`src/sv/lxc_pkg.sv`:
```
// Shared codes, character constants and helpers for the line XOR checksum checker.
`timescale 1ns / 1ps
`default_nettype none

package lxc_pkg;

  // Parse phase codes
  localparam logic [2:0] PH_START     = 3'd0;
  localparam logic [2:0] PH_XOR       = 3'd1;
  localparam logic [2:0] PH_HEX1      = 3'd2;
  localparam logic [2:0] PH_HEX2      = 3'd3;
  localparam logic [2:0] PH_DONE      = 3'd4;
  localparam logic [2:0] PH_ERROR     = 3'd5;
  localparam logic [2:0] PH_UNCHECKED = 3'd6;

  // Line status codes
  localparam logic [2:0] ST_OK        = 3'd0;
  localparam logic [2:0] ST_ABSENT    = 3'd1;
  localparam logic [2:0] ST_MISMATCH  = 3'd2;
  localparam logic [2:0] ST_SYNTAX    = 3'd3;
  localparam logic [2:0] ST_UNCHECKED = 3'd4;

  // Characters
  localparam logic [7:0] CH_DOLLAR = 8'h24;
  localparam logic [7:0] CH_STAR   = 8'h2A;
  localparam logic [7:0] CH_ZERO   = 8'h30;
  localparam logic [7:0] CH_NINE   = 8'h39;
  localparam logic [7:0] CH_UPPER_A = 8'h41;
  localparam logic [7:0] CH_UPPER_F = 8'h46;

  typedef struct packed {
    logic [2:0] check_status;
    logic [7:0] computed_xor;
    logic [7:0] received_xor;
  } lxc_result_t;

  // Bit 4 set: not an upper-case hex digit. Bits 3:0: digit value.
  function automatic logic [4:0] hex_digit(input logic [7:0] c);
    logic [7:0] diff;
    begin
      diff = 8'd0;
      if (c >= CH_ZERO && c <= CH_NINE) begin
        diff = c - CH_ZERO;
        hex_digit = {1'b0, diff[3:0]};
      end else if (c >= CH_UPPER_A && c <= CH_UPPER_F) begin
        diff = c - CH_UPPER_A + 8'd10;
        hex_digit = {1'b0, diff[3:0]};
      end else begin
        hex_digit = 5'b10000;
      end
    end
  endfunction

endpackage

`default_nettype wire

```
`src/sv/lxc_parser.sv`:
```
// Per-character line parser: phase, XOR accumulator, received digits and line status.
`timescale 1ns / 1ps
`default_nettype none

module lxc_parser
  import lxc_pkg::*;
(
  input  wire logic        clk,
  input  wire logic        rst,
  input  wire logic        step,
  input  wire logic [7:0]  line_char,
  input  wire logic        end_of_line,
  output lxc_result_t      result
);

  logic [2:0] phase, phase_next;
  logic [7:0] acc, acc_next;
  logic [7:0] rxv, rxv_next;
  logic [4:0] digit;

  assign digit = hex_digit(line_char);

  always_comb begin
    phase_next = phase;
    acc_next   = acc;
    rxv_next   = rxv;
    case (phase)
      PH_START: begin
        phase_next = (line_char == CH_DOLLAR) ? PH_XOR : PH_UNCHECKED;
      end
      PH_XOR: begin
        if (line_char == CH_STAR) phase_next = PH_HEX1;
        else acc_next = acc ^ line_char;
      end
      PH_HEX1: begin
        if (!digit[4]) begin
          rxv_next   = {4'd0, digit[3:0]};
          phase_next = PH_HEX2;
        end else begin
          phase_next = PH_ERROR;
        end
      end
      PH_HEX2: begin
        if (!digit[4]) begin
          rxv_next   = {rxv[3:0], digit[3:0]};
          phase_next = PH_DONE;
        end else begin
          phase_next = PH_ERROR;
        end
      end
      PH_UNCHECKED: phase_next = PH_UNCHECKED;
      default:      phase_next = PH_ERROR;
    endcase
  end

  // Status as seen if this character closes the line
  always_comb begin
    case (phase_next)
      PH_XOR:       result.check_status = ST_ABSENT;
      PH_DONE:      result.check_status = (acc_next == rxv_next) ? ST_OK : ST_MISMATCH;
      PH_UNCHECKED: result.check_status = ST_UNCHECKED;
      default:      result.check_status = ST_SYNTAX;
    endcase
    result.computed_xor = (phase_next == PH_UNCHECKED) ? 8'd0 : acc_next;
    result.received_xor = (phase_next == PH_UNCHECKED || phase_next == PH_XOR)
                          ? 8'd0 : rxv_next;
  end

  always_ff @(posedge clk) begin
    if (rst) begin
      phase <= PH_START;
      acc   <= 8'd0;
      rxv   <= 8'd0;
    end else if (step) begin
      if (end_of_line) begin
        phase <= PH_START;
        acc   <= 8'd0;
        rxv   <= 8'd0;
      end else begin
        phase <= phase_next;
        acc   <= acc_next;
        rxv   <= rxv_next;
      end
    end
  end

endmodule

`default_nettype wire

```
`config.mk`:
```
export PLATFORM = sky130hd
export DESIGN_NAME = lxc_parser
export DESIGN_NICKNAME = d
export VERILOG_FILES = /design/src/sv/lxc_pkg.sv /design/src/sv/lxc_parser.sv
export SDC_FILE = /design/constraint.sdc
export NUM_CORES = 1
export LEC_CHECK = 0
export ABC_AREA = 1
export BUFFER_PORTS_ARGS = -buffer_cell sky130_fd_sc_hd__buf_4
export CORE_ASPECT_RATIO = 1.4
export CORE_UTILIZATION = 60
export DETAILED_ROUTE_END_ITERATION = 6
export GPL_ROUTABILITY_DRIVEN = 0
export PLACE_DENSITY = 0.85
export SYNTH_ARGS = -nofsm -noshare
export SYNTH_HDL_FRONTEND = slang
export SYNTH_SLANG_ARGS = --single-unit
```
`constraint.sdc`:
```
create_clock -name clk -period 2.61 [get_ports clk]
set_input_delay 0.1305 -clock clk [delete_from_list [all_inputs] [get_ports clk]]
set_output_delay 0.1305 -clock clk [all_outputs]
set_load 0.03 [all_outputs]
```
### Word level (Yosys, flattened, before mapping)

Index checks and enable logic that the tools add are counted.

* add/sub/neg operators: 3
* order comparisons: 4
* equal/unequal tests: 10
* muxes and demuxes: 19
* bitwise operators: 1
* reductions and logical operators: 4

Operator list (count)
* 8-bit two-way mux: 8
* 8-bit by 6-bit == test with 1-bit output (second input constant): 2
* 8-bit case mux with 2 select lines: 1
* 3-bit case mux with 5 select lines: 1
* 3-bit two-way mux: 4
* 5-bit two-way mux: 2
* 3-bit == test (second input constant): 3
* 3-bit case mux with 3 select lines: 1
* 8-bit == test: 1
* 8-bit by 6-bit >= comparator with 1-bit output (second input constant): 1
* 8-bit by 7-bit >= comparator with 1-bit output (second input constant): 1
* 8-bit by 6-bit less-or-equal comparator with 1-bit output (second input constant): 1
* 8-bit by 7-bit less-or-equal comparator with 1-bit output (second input constant): 1
* 4-bit by 1-bit subtractor with 4-bit output (second input constant): 2
* 8-bit XOR: 1
* 3-bit by 1-bit == test with 1-bit output (second input constant): 2
* 3-bit by 2-bit == test with 1-bit output (second input constant): 2
* 4-bit adder (second input constant): 1
* 3-bit zero test: 1
* 1-bit logical AND: 2
* 2-bit two-way mux: 1
* 1-bit logical OR: 1
* 1-bit two-way mux: 1

* flip-flop bits (word level): 19
* output and inout port bits: 19

### Depth between registers and ports, before layout

* depth after elaboration: 9
* depth in mapped cells: 19
* gate-level depth less buffers: 18

### Worst setup path before layout

Ideal clock, no wire load.

* path kind: input port to output port
* from: in line_char[0]
* to: out result[0] (netlist bit)
* data arrival time: 1858 ps
* data required time: 2480 ps
* path slack: 621 ps
* stages on the path: 13
* buffers on the path: 1
* path through: inv_1 > ha_1 > nand2_1 > nand3_1 > nand2_2 > buf_6 > nand3_1 > nand2_2 > nand3_2 > inv_2 > nand2_2 > o21ai_2 > a21oi_1

RTL lines
* start, declared: line lxc_parser.sv:11 `input wire logic [7:0] line_char,`
* end, declared: line lxc_parser.sv:13 `output lxc_result_t result`

==> impl_results.md <==
* Largest net degree at the start of global routing at 21
* Routed wire length at between 4000 and 5000 um
* Final WS setup at 0.244 ns
* Synth top area share at 0.218
* Peak supply drop at 0.307 mV
* Detail Route Antenna Nets at 0
* CP Launch Type: register
* H-tree levels at 1
* Max stage delay cell, worst path: dfxtp_1
* Final hold violations at 0
* # nets final at 336
* CTS buffer count at 3
* Clock buffer depth at 2
* Slew headroom at 0.576
* Mapped cell area at between 1500 and 2000 um2
* MaxCap Viol Count at 0
* Area contributors post-synth: dfxtp_1 22%, nand2_1 20%, nand3_1 10%, a21oi_1 8.0%, inv_1 6.9%
* Synth cell types at 27
* RSZ-0062 raised after global routing: no
* Slew at the pin with the worst max-slew slack at ~0.63 ns
* Drt wl/cell at 12.3 um
* Ys Warns at 0
* Synth area leader: dfxtp_1
* Drt first pass iters at 5
* Final setup TNS at 0 ns
* All-Layer GR Usage at 0.321
* R2R Setup Slk at 1.08 ns
* PwrDens at approximately 350 nW/um2
* Util after Layout at 0.741
* Initial antenna violation count at 0
* DR vias/cell at 5.27
* CP Cell Sequence: inv_1 > nand3_2 > nor2_1 > xor2_1 > inv_1 > nand3_1 > nand3_1 > nor2_1 > nand3_1 > nand2_1 > inv_1 > buf_4
* Synthesized instance count at 291
* Synthesized area per cell at 6.00 um2
* Std-Cell Rows at 22
* Core Footprint at 2700 um2
* CTS tree: yes
* Design area at 2000 um2
* Syn nets at 307
* CP Capture Type: output port
* Gr ovfl total at 0
* Hpwl dp at 3420 um
* Vias post-DR at ~1900
* Die area at 3130 um2
* Hold WC Path Type: primary input to register
* Overall power at 0.693 mW
* Worst Path Arrival at 2.24 ns
* Placed inst area at 1970 um2
* Post-CTS setup buffer count at 0
* Vias in the first global route at 1765
* Die Ht at 65.8 um
* Starting density of the core at 0.647
* Seq/Total Area, Yosys at 0.218
* WP data required at roughly 2.5 ns
* ANT cells at 0
* Register bit total from synthesis at 19
* Worst-skew pair later-pin latency at 0.30 ns
* Crit path largest cell delay at 0.34 ns
* DRC errors left at 0
* Hold Path Depth at 2
* Drt initial violations at 75
* Final slew viol count at 0
* Hold Buf Count CTS at 0
* Min cycle time layout at 2.37 ns
* CTS-repair resized insts at 0
* Pre-CTS WS at 0.369 ns
* Worst R2R Path Depth at 7
* Die width at 47.6 um
* Fmax at about 0.42 GHz
* Layout cells sized above 1 at 0.204
* Kind of critical path: register to output port
* Clock Tree Root: clkbuf_4
* Leak at between 0.9 and 1 nW
* Final setup violation count at 0
* Port Buffers at 30
* Area Growth Syn to Fin at 14.6%
* Global-route wire length before repair at 7340 um
* Final Cycle Share at 0.906
* Worst-path fanout max at 9
* Clock transition at path regs at around 0.11 ns
* Clk sinks at 19
* Status: completed
* Worst clock skew at 0.00277 ns
* IO Pins at 31
==> where the power goes <==
| group | total (mW) | switching [mW] | internal, mW |
|---|---|---|---|
| combinational | 0.242 | 0.165 | 0.0769 |
| sequential | 0.297 | 0.00399 | 0.293 |
| clock | 0.154 | 0.0940 | 0.0595 |
==> state kept, by name, summed over array words and instances, names as in the netlist <==
signal / flops
rxv: 8
phase: 3
acc: 8
==> cells in the final DEF (no fill, tap or decap) <==
master	n
a21boi_0	1
a21oi_1	28
buf_4	31
clkbuf_1	1
clkbuf_4	3
dfxtp_1	19
ha_1	4
inv_1	32
inv_2	4
inv_4	1
nand2_1	94
nand2_2	8
nand2_4	8
nand3_1	36
nand3_2	4
nand4_1	2
nor2_1	21
nor2_2	2
nor2_4	3
nor3_1	1
o21ai_0	2
o21ai_1	2
o21ai_2	1
or2_1	2
xnor2_1	3
xor2_1	6
==> through the flow <==
| stage | std cells | hold WS [ns] |
|---|---|---|
| after floorplan | 291 | 0.403 |
| after global placement | 351 | 0.452 |
| after detailed placement | 351 | 0.455 |
| after CTS | 355 | 0.135 |
| after global routing | 355 | 0.137 |
| final | 355 | 0.137 |
==> metal layers <==
layer	wire [um]	track usage	up-vias
li1	-	-	968
met1	1900	0.375	842
met2	2220	0.565	54
met3	161	0.0383	8
met4	80	0.125	0
met5	0	0	-
==> cells in the mapped netlist, drive strengths merged <==
cell type  count
o21ai          5
a21boi         1
buf            3
dfxtp         19
nand2        110
clkbuf         4
nand3         40
xnor2          3
nand4          2
xor2           6
or2            2
ha             4
inv           37
nor2          26
nor3           1
a21oi         28
==> layout make-up <==
cell class | instances | area (um2)
inverters | 37 | 141
fillers | 259 | 698
repair buffers | 31 | 233
well taps | 36 | 45.0
multi-input cells | 228 | 1170
clock buffers | 4 | 26.3
flip-flops and latches | 19 | 380
==> final timing paths <==
kind / startpoint / end
setup / recovery: phase[1] / result[17]
hold / removal: rst / phase[2]
setup reg to reg: phase[1] / acc[4]
hold reg to reg: acc[7] / acc[7]
==> kinds of logic after synthesis <==
logic type,Yosys count,synth area share
XOR/XNOR,9,0.0452
AO/OA/AOI/OAI,34,0.101
AND/OR/NAND/NOR,181,0.497
flip-flops,19,0.218
adder cells (fa/ha/maj),4,0.0287
buffers and inverters,44,0.110
==> worst max-delay path, delay by kind of cell (launching register included) <==
kind	cells	cell delay [ns]
AND/OR/NAND/NOR	7	0.92
buffers and inverters	4	0.41
flip-flops	1	0.34
XOR/XNOR	1	0.27
No activity file was read; power rests on OpenSTA's default activity.
